--- config.mk ---
export PLATFORM = sky130hd
export DESIGN_NAME = sate_cell
export DESIGN_NICKNAME = d
export VERILOG_FILES = /design/src/sv/sate_pkg.sv /design/src/sv/sate_cell.sv
export SDC_FILE = /design/constraint.sdc
export NUM_CORES = 1
export LEC_CHECK = 0
export BUFFER_PORTS_ARGS = -buffer_cell sky130_fd_sc_hd__buf_2
export CAP_MARGIN = 0
export CORE_MARGIN = 2
export CORE_UTILIZATION = 32
export CTS_BUF_LIST = sky130_fd_sc_hd__clkbuf_2 sky130_fd_sc_hd__clkbuf_4 sky130_fd_sc_hd__clkbuf_8
export CTS_CLUSTER_SIZE = 40
export DETAILED_ROUTE_END_ITERATION = 10
export PLACE_DENSITY = 0.67
export SLEW_MARGIN = 20
export SYNTH_ARGS = -nofsm -noshare
export SYNTH_HDL_FRONTEND = slang
export SYNTH_SLANG_ARGS = --single-unit
--- constraint.sdc ---
create_clock -name clk_i -period 1.5 [get_ports clk_i]
set_input_delay 0.15 -clock clk_i [delete_from_list [all_inputs] [get_ports clk_i]]
set_output_delay 0.15 -clock clk_i [all_outputs]
set_load 0.01 [all_outputs]
--- src/sv/sate_pkg.sv ---
package sate_pkg;

  localparam int CAPACITY   = 64;
  localparam int WORD_WIDTH = 32;
  localparam int IDX_W      = $clog2(CAPACITY);
  localparam int LEN_W      = $clog2(CAPACITY + 1);

  typedef logic signed [WORD_WIDTH-1:0] word_t;

  typedef enum logic [2:0] {
    CMD_INSERT     = 3'd0,
    CMD_REMOVE     = 3'd1,
    CMD_READ       = 3'd2,
    CMD_WRITE      = 3'd3,
    CMD_FIND_FIRST = 3'd4,
    CMD_FIND_LAST  = 3'd5,
    CMD_RESIZE     = 3'd6,
    CMD_ERASE      = 3'd7
  } cmd_e;

  typedef enum logic [1:0] {
    ST_OK     = 2'd0,
    ST_RANGE  = 2'd1,
    ST_LENGTH = 2'd2,
    ST_FULL   = 2'd3
  } status_e;

  // Broadcast to every cell of the chain.
  typedef struct packed {
    logic             en;
    cmd_e             cmd;
    logic [LEN_W-1:0] idx;
    logic [LEN_W-1:0] nlen;
    logic [LEN_W-1:0] len;
    word_t            word;
  } cell_ctrl_t;

endpackage

--- src/sv/sate_cell.sv ---
module sate_cell import sate_pkg::*; (
  input  logic             clk_i,
  input  logic             rst_ni,
  input  logic [LEN_W-1:0] pos_i,
  input  cell_ctrl_t       ctrl_i,
  input  word_t            left_i,
  input  word_t            right_i,
  output word_t            data_o,
  output logic             match_o
);

  word_t data_q, data_d;

  always_comb begin
    data_d = data_q;
    if (ctrl_i.en) begin
      unique case (ctrl_i.cmd)
        CMD_INSERT: begin
          if (pos_i > ctrl_i.idx) begin
            data_d = left_i;
          end else if (pos_i == ctrl_i.idx) begin
            data_d = ctrl_i.word;
          end
        end
        CMD_REMOVE: begin
          if (pos_i >= ctrl_i.idx) begin
            data_d = right_i;
          end
        end
        CMD_WRITE: begin
          if (pos_i == ctrl_i.idx) begin
            data_d = ctrl_i.word;
          end
        end
        CMD_RESIZE: begin
          if (pos_i >= ctrl_i.nlen) begin
            data_d = '0;
          end
        end
        CMD_ERASE: begin
          data_d = '0;
        end
        default: begin
          data_d = data_q;
        end
      endcase
    end
  end

  always_ff @(posedge clk_i or negedge rst_ni) begin
    if (!rst_ni) begin
      data_q <= '0;
    end else begin
      data_q <= data_d;
    end
  end

  assign data_o  = data_q;
  assign match_o = (data_q == ctrl_i.word) && (pos_i < ctrl_i.len);

endmodule

* After elaboration in Yosys (flattened, before gate mapping) *
Cells that the tools add are included.

storage, ports and cells
  bits in registers = 32
  input bits = 130
  output and inout bits = 33

operators by class
  $lt $le $gt $ge = 4
  equal/unequal tests = 8
  muxes and demuxes = 5
  reduce and logical (&&, ||, !) cells = 4

operator list
  kind                                                  count
  one-hot mux 32 bit (5 select lines)                   1
  2-to-1 mux 32 bit                                     4
  equality test 32 bit                                  1
  greater-or-equal comparator 7 bit                     2
  equality test 7 bit                                   1
  greater-than comparator 7 bit                         1
  less-than comparator 7 bit                            1
  equality test 3 bit (second input constant)           2
  nonzero test 5 bit                                    1
  inequality test 2 bit (second input constant)         2
  AND reduction 4 bit                                   1
  equality test 3 x 1 -> 1 bit (second input constant)  1
  equality test 3 x 2 -> 1 bit (second input constant)  1
  zero test 3 bit                                       1
  logical AND 1 bit                                     1

* Logic depth before layout (Yosys ltp) *
Gate-level depths: netlist of the first run.

  word-level depth = 4
  depth in mapped cells = 10

* Worst setup path after synthesis of the first run *
OpenSTA, ideal clock, no wires.

  path kind = input to register
  start point = input ctrl_i[48] in the netlist's numbering
  end point = register data_q[22], in the netlist data_o[22]
  setup time = 0.129 ns
  data arrival time = 1.673 ns
  required time = 1.371 ns
  path slack = -0.302 ns
  stages = 8
  cells stage by stage = inv_1 -> ha_1 -> nand3_1 -> nor2_4 -> buf_6 -> mux2_2 -> o211ai_1 -> a31oi_1

between the ends
  cells in the longest elaborated chain, start to end = 4

ends and longest elaborated chain
  what                                                                   line             source
  start: declaration                                                     sate_cell.sv:5   input cell_ctrl_t ctrl_i,
  branches (longest 4 deep; another with greater-than comparator 7 bit)  -
  end signal: assignment                                                 sate_cell.sv:54  data_q <= data_d;
  end: declaration                                                       sate_cell.sv:12  word_t data_q, data_d;

Several ways; the timed one is not identified.
A chain may end at the register's enable or synchronous reset.

* Final worst setup path of the first run *
  start point = register data_q[18], in the netlist data_o[18]
  end point = output match_o

between the ends
  cells in the longest elaborated chain, start to end = 2

ends and longest elaborated chain
  what                  line             source
  equality test 32 bit  sate_cell.sv:59  assign match_o = (data_q == ctrl_i.word) && (pos_i < ctrl_i.len);
  logical AND 1 bit     sate_cell.sv:59
  end: declaration      sate_cell.sv:9   output logic match_o

No other way between the ends.

==> results, run 1 <==
- The post-synthesis cell type count is 54.
- The post-layout utilization of the core is 52.0%.
- The end point of the critical path is match_o.
- The tool flagged a number of max-cap violations equal to 0.
- The register with the most flip-flops in the layout has 32 of them.
- Setup repair after global routing could not meet its margin everywhere.
- The filler cells instantiated in the layout total 1246.
- The run finished, with violations left.
- In this run the power density over the cells is 812 nW/um^2.
- The clock passes through at most 2 buffers.
- The wire length of the first global-routing pass is 27900 um.
- Counting I/O delays and the setup requirement, the final critical path takes 2130 ps.
- In this run the register-to-register setup slack is 220 ps.
- The worst-case IR drop observed on VDD is 0.000542 V.
- In the routed design, unresolved DRC markers number 0.
- The post-route antenna net violation count is 0.
- The number of slew-limit violations in the final report is 0.
- The clock network burns 16.1% of the power.
- After detailed placement, the total cell area comes to 5900 sq um.
- The highest achievable clock rate is 470 MHz.
- The most critical setup path has its startpoint at data_o[18].
- Synthesis produced a netlist whose cell count is 527.
- The endpoint kind of the worst setup timing path is an output pin.
- The maximum number of pins on one net before global-route repair is 27.
- Of the synthesized area, sequential elements account for 18.9%.
- Synthesis inferred 32 register bits.
- In the routed layout, each cell is associated on average with a via count of 5.56.
- After routing, the total negative slack on setup checks comes to -4030 ps.
- The internal power of the cells totals 3.27 mW.
- 0 antenna diodes ended up in the layout.
- Of the total power, the share spent switching nets is 40.9%.
- The Yosys step of the flow raised 0 warnings.
- The final reports fail on negative setup slack.
- The number of enable flip-flop cells after synthesis is 0.
- The share of async-settable or async-resettable flops after synthesis is 100%.
- The final cell area excluding filler cells is 6810 sq um.
- For this design the static power due to leakage is 3.01 nW.
- Counting every sink on the clock net gives 32.
- A synthesized cell averages 8.03 sq um.
- The TritonCTS clock tree is yes.
- The class of the most critical hold timing path is input port to flop.
- For this block, the initial DRC count from the detailed router was 462.
- The count of endpoints failing setup in the final report is 33.
- Ranked by total cell area, the synthesized netlist is headed by dfrtp_1, o32ai_2, nand3_1, ha_1, o21ai_0.
- The starting density of the core is 32.3%.
- During I/O placement, the number of pins put on the boundary was 163.
- The fraction of final layout cells sized beyond drive strength 1 is 50.2%.
- The headroom to the max-slew limit is 71.4%.
- For the final database, setup skew stands at 0 ps.
- The arrival time reported for the critical path endpoint is 1980 ps.
- The number of placement rows is 42.
- Data on the critical path is required at its endpoint by 1350 ps.
- The synthesized netlist net count is 677.
- The count of buffers added on input and output ports is 162.
- The library cell used as clock root buffer is clkbuf_8.
- The number of iterations in the first detailed-routing pass is 5.
- Across all setup checks in the final design, the least slack found is -630 ps.
- TritonCTS created 5 clock buffers.
- The post-synthesis instance area is 4230 sq um.
- The floorplan step defined a core boundary enclosing 13100 sq um.
- The measured slew at the worst slew-check pin is 417 ps.
- The clock-pin slew on the worst setup and hold paths is 80 ps.
- Sequential cells account for 22.2% of the total power.
- The class of the most critical setup path is flop to output pin.
- The overflow left after global routing is 0.
- The post-detailed-placement half-perimeter wirelength is 12500 um.
- The number of global-route vias before repair came to 5223.
- For this run, the leading register cell type out of synthesis is dfrtp_1.
- The synthesized design spends more area on one cell type than any other, namely dfrtp_1.
- The initial antenna violation count is 0.
- The growth of design area from synthesis to finish is 60.8%.
- The routed wirelength normalized by instance count is 19.3 um.
- The final estimated routing congestion in global placement is 0.821.
- The number of failing hold endpoints at the final stage was 0.
- The number of nets at the end of the flow is 906.
- The area share of the largest cell type after synthesis is 18.9%.
- The launch point of the worst reg-to-reg path is data_o[4].
- The maximum level of the CTS H-tree is 2.
- The number of cells traversed by the worst register-to-register path is 4.
- The worst setup path is launched from a flop.
- The routed wire length is 18100 um.
- The register area is 801 sq um.
- The period utilization is 142%.
- Along the worst path, the maximum fanout reaches 2.
- The multi-input combinational cells in the finished layout cover a total of 3330 sq um.
- The worst register-to-register path ends at data_o[4].
- In this run the vertical extent of the chip is 119 um.
- The worst hold-check slack is 171 ps.
- The routed layout has 5190 vias.
- The floorplan step defined a die boundary enclosing 14200 sq um.
- Per report_power, the combinational group accounts for 61.7% of the total.
- The horizontal die dimension is 119 um.
- In the global route stage, overall resource usage came out at 24.9%.
- The switching component of the power is 2.26 mW.
- The clock latency of the later-clocked register in the worst-skew pair is 290 ps.
layout make-up:
type                       instances  share of cell area [%]
clock inverter                     3                   0.625
timing repair buffer             273                    31.7
tap                              176                    3.24
inverter                          44                    2.68
sequential                        32                    11.8
clock buffer                       5                    1.01
multi-input combinational        400                    49.0
kinds of logic (layout without fill, tap and decap cells):
family	count (synthesis)	in the layout	synth area share (%)
AO/OA/AOI/OAI	182	182	33.5
multiplexers	7	7	1.86
AND/OR/NAND/NOR	159	159	21.9
buffers and inverters	95	325	11.3
XOR/XNOR	32	32	6.62
adder cells (fa/ha/maj)	20	20	5.91
flip-flops	32	32	18.9
what timing repair did:
| item | in CTS | in global routing |
|---|---|---|
| hold buffers | 1 | 0 |
| resized for setup | 81 | 33 |
| hold endpoints to repair | 14 | 0 |
| endpoints found under the setup margin | 33 | 33 |
| setup buffers | 19 | 3 |
| pin swaps | 31 | 28 |
| cloned | 12 | 0 |
power groups by stage:
stage	registers, mW	clock network (mW)	logic [mW]
global route	1.25	0.948	3.65
finish	1.23	0.888	3.41
global placement	1.23	0	2.87
CTS	1.22	0.897	3.37
floorplan	1.39	0	1.48
detailed placement	1.24	0	2.90
critical path, stage by stage, from the launching register on:
cell and delay, ps:
dfrtp_1 400, xnor2_1 290, nand4_1 160, a2111oi_0 430, o2111a_1 280, buf_2 130
per-layer routing:
layer | share of wire (%) | routed length, um | GRT usage (%)
met2 | 48 | 8680 | 41.6
met3 | 7.2 | 1300 | 3.88
met5 | 0 | 0 | 0
met4 | 2.5 | 449 | 7.89
met1 | 42 | 7620 | 32.9
worst min-delay path by stage:
| stage | from | to | slack, ps | cells past startpoint |
|---|---|---|---|---|
| 2_1_floorplan | rst_ni | data_o[0] | -150 | 0 |
| 3_3_place_gp | rst_ni | data_o[22] | 110 | 1 |
| 3_5_place_dp | rst_ni | data_o[22] | 110 | 1 |
| 4_1_cts | right_i[15] | data_o[15] | 170 | 3 |
| 5_1_grt | right_i[15] | data_o[15] | 160 | 3 |
| 6_report | right_i[15] | data_o[15] | 170 | 3 |
through the flow:
step,power (mW),cells,setup slack (ps)
2_1_floorplan,2.88,527,-186
3_3_place_gp,4.10,897,-409
3_5_place_dp,4.14,897,-475
4_1_cts,5.49,937,-582
5_1_grt,5.85,933,-742
6_report,5.53,933,-630
Yosys cell counts (5+ instances only):
cell / number
clkbuf_1: 23
inv_1: 44
a21oi_1: 30
nand4_1: 7
and3b_1: 25
buf_2: 10
buf_6: 5
a31oi_1: 15
mux2_2: 5
o21ai_0: 46
nor2_2: 20
dfrtp_1: 32
a22oi_1: 7
o211ai_1: 7
nand3_1: 53
o2111ai_1: 25
nor2_1: 33
a211o_1: 7
buf_4: 6
ha_1: 20
xnor2_1: 26
o21ai_1: 8
o32ai_2: 23
xor2_1: 6
cells in the final DEF (no fill, tap or decap), drive strengths merged, types with 8 or more instances in the layout:
cell,n
buf,272
ha,20
inv,44
nor2,54
nand3,53
dfrtp,32
xnor2,26
o211ai,8
a21oi,31
o2111ai,25
o21ai,55
and3b,25
nand4,8
a31oi,15
o32ai,25
Note: power is estimated with default switching activity, not from simulation.
==> run 2: changes to the inputs <==
--- a/config.mk
+++ b/config.mk
@@ -7,6 +7,7 @@
 export LEC_CHECK = 0
 export BUFFER_PORTS_ARGS = -buffer_cell sky130_fd_sc_hd__buf_2
 export CAP_MARGIN = 0
+export CORE_ASPECT_RATIO = 0.5
 export CORE_MARGIN = 2
 export CORE_UTILIZATION = 32
 export CTS_BUF_LIST = sky130_fd_sc_hd__clkbuf_2 sky130_fd_sc_hd__clkbuf_4 sky130_fd_sc_hd__clkbuf_8
==> run 2 against run 1 <==
Net effect:
- the run still ends with negative setup slack left
- critical path type unchanged
- critical path depth grew 1
- total power grew 0.79%
- clock power up 3.0%
- first-iteration DRC count increased by 18%
- sequential cell count unchanged
- sequential power barely moved
- cell area fell by 0.53%
- via count rose by 4.5%
==> results, run 2 (synthesis gave the netlist of run 1 again) <==
- The maximum level of the CTS H-tree is 2 (unchanged).
- The horizontal die dimension is 167 um (+40%).
- The antenna cell count is 0 (unchanged).
- The number of buffers inserted during clock tree synthesis is 5 (unchanged).
- The number of slew-limit violations in the final report was 0 (unchanged).
- Setup repair after global routing could not meet its margin everywhere.
- The fraction of final layout cells sized beyond drive strength 1 is 51.5% (+1.3 points).
- The cell-internal power came to 3.25 mW (-0.50%).
- The endpoint kind of the worst setup timing path is an output pin.
- The kind of cell with the highest combined delay along the critical path is simple AND/OR/NAND/NOR gates.
- The number of global-route vias before repair came to 5382 (+3.0%).
- The post-route DRC violation count is 0 (unchanged).
- The combinational cell fraction of total power is 61.4% (-0.3 points).
- The total of buffers placed on input and output ports is 162 (unchanged).
- The register share of total power came to 22.2% (about the same).
- The number of iterations in the first detailed-routing pass is 7 (+2).
- The clock-pin slew on the worst setup and hold paths is 80 ps (about the same).
- The final estimated routing congestion in global placement is 0.881 (+7.2%).
- The commonest non-fill, non-tap cell in the layout is buf_2.
- The wire length of the first global-routing pass is 28300 um (+1.5%).
- Walking the worst path, the cells encountered are xor2_1 > nor4_1 > nand4_1 > nor4_4 > o2111a_1 > buf_2.
- The highest ir drop seen on vdd came to 0.000369 V (-32%).
- The reported max-cap violation count is 0 (unchanged).
- The final critical-path required period came to 2080 ps (-50.1 ps).
- The number of buffers between clock root and the deepest sink is 2 (unchanged).
- The initial antenna violation count is 0 (unchanged).
- The violation count after the first detailed-routing iteration is 547 (+18%).
- The clock latency of the later-clocked register in the worst-skew pair is 300 ps (about the same).
- The maximum number of pins on one net before global-route repair came to 33 (+22%).
- The post-route antenna net violation count is 0 (unchanged).
- The number of ports placed on the die boundary came to 163 (unchanged).
- The largest stage delay on the critical path was 400 ps (-30 ps).
- The tree is rooted in a clkbuf_8.
- In the layout the commonest cells are buf_2, buf_4, nand3_1.
- The number of cells after detailed placement is 888 (-1.0%).
- The highest achievable clock rate is 481 MHz (+2.4%).
- The overall die area is 14200 sq um (+0.40%).
- The overflow left after global routing is 0 (unchanged).
- The total vias in the final route came to 5426 (+4.5%).
- The final-layout fill cell count came to 1154 (-7.4%).
- The growth of design area from synthesis to finish is 59.9%.
- The switching portion of total power came to 41.7% (+0.76 points).
- The class of the most critical setup path is flop to output pin.
- The post-layout worst setup margin was -580 ps (+50.1 ps).
- The number of nets at the end of the flow is 902 (-0.44%).
- The headroom to the max-slew limit was 66.9% (-4.6 points).
- The number of buffer and inverter instances along the worst setup path was 1 (unchanged).
- The total global-route track usage is 25.1% (+0.17 points).
- The routed wirelength normalized by instance count is 20.2 um (+4.6%).
- The number of failing hold endpoints at the final stage came to 0 (unchanged).
- The area inside the core boundary is 12800 sq um (-2.4%).
- The run finished, with violations left.
- The routed wire length came to 18700 um (+3.5%).
- The arrival time reported for the critical path endpoint is 1930 ps (-50 ps).
- The class of the most critical hold timing path is input port to flop.
- The post-route non-filler standard cell count came to 923 (-1.1%).
- The total chip power is 5.57 mW (+0.79%).
- The clock sink count was 32 (unchanged).
- The required time at the worst-slack endpoint was 1350 ps (about the same).
- The period utilization was 139% (-3.3 points).
- The post-detailed-placement half-perimeter wirelength is 12300 um (-1.5%).
- The number of flip-flops in the largest register was 32 (unchanged).
- The highest fanout seen on the critical path was 2 (unchanged).
- The portion of total power attributed to the clock network is 16.4% (+0.3 points).
- The measured slew at the worst slew-check pin came to 497 ps (+79.5 ps).
- The worst clock skew is 0 ps (unchanged).
- The via density per instance is 5.88 (+5.7%).
- The die extent in y came to 85.3 um (-28%).
- The reported leakage power is 3.00 nW (-0.55%).
- The checks that failed: negative setup slack.
- The total power divided by cell area is 823 nW/um^2 (+1.3%).
- The starting density of the core came to 33.1% (+0.79 points).
- The switching component of the power is 2.32 mW (+2.7%).
- The cell with the largest stage delay on the worst path is dfrtp_1.
- The number of placement rows was 29 (-31%).
- The count of endpoints failing setup in the final report came to 33 (unchanged).
- STA classifies the critical path startpoint as a flop.
- TritonCTS built the clock tree.
-- run 2: cell count changes in the layout (fill, tap and decap cells not counted), sizes merged --
| cell | change |
|---|---|
| clkinvlp | -1 |
| buf | -6 |
| clkbuf | +3 |
-- run 2: power groups by stage --
stage	Combinational [mW]	Clock, mW	Sequential, mW
after floorplan	1.48	0	1.39
after global routing	3.64	0.955	1.26
after global placement	2.82	0	1.23
after CTS	3.29	0.918	1.23
after detailed placement	2.87	0	1.24
final	3.42	0.915	1.24
-- run 2: final timing paths --
kind,start,end,slack [ps],depth (start not counted)
max reg2reg,data_o[5],data_o[5],120,5
max,data_o[19],match_o,-580,6
min,right_i[15],data_o[15],160,3
min in group asynchronous,rst_ni,data_o[25],410,3
max in group asynchronous,rst_ni,data_o[5],730,3
min reg2reg,data_o[7],data_o[7],600,2
-- run 2: worst min-delay path: stages --
cell and delay [ps]:
buf_2 90, a22oi_2 80, a31oi_4 120
-- run 2: stage by stage --
step / hold slack (ps) / utilization (%) / setup slack [ps] / setup TNS (ps) / cell area, sq um
CTS: 148 / 52.2 / -644 / -2860 / 6670
detailed placement: 222 / 45.4 / -581 / -15750 / 5800
global route: 171 / 53.0 / -671 / -4280 / 6770
finish: 160 / 53.0 / -580 / -2920 / 6770
global placement: 212 / 45.4 / -620 / -14250 / 5800
floorplan: -146 / - / -186 / -5360 / 4400
-- run 2: timing repair --
action                                  in CTS  in global routing
gates resized for setup                     92                 37
hold buffers                                 1                  0
endpoints found under the setup margin      33                 33
pin swaps                                   45                 24
gates cloned                                 8                  2
buffers inserted                            23                  6
hold endpoints to repair                    32                  0
-- run 2: layout make-up --
class	count	area, sq um	area share, %
multi-input combinational	400	3450	51.0
clock inverter	2	35.0	0.517
timing repair buffer	269	2010	29.7
tap	170	213	3.14
sequential	32	801	11.8
inverter	44	180	2.66
clock buffer	6	76.3	1.13
-- run 2: per-layer routing --
| layer | part of all wire [%] | up-vias | GRT usage [%] |
|---|---|---|---|
| li1 | - | 2417 | - |
| met1 | 41 | 2656 | 31.7 |
| met2 | 48 | 285 | 42.3 |
| met3 | 7.7 | 68 | 5.22 |
| met4 | 3.6 | 0 | 9.80 |
| met5 | 0 | - | 0 |
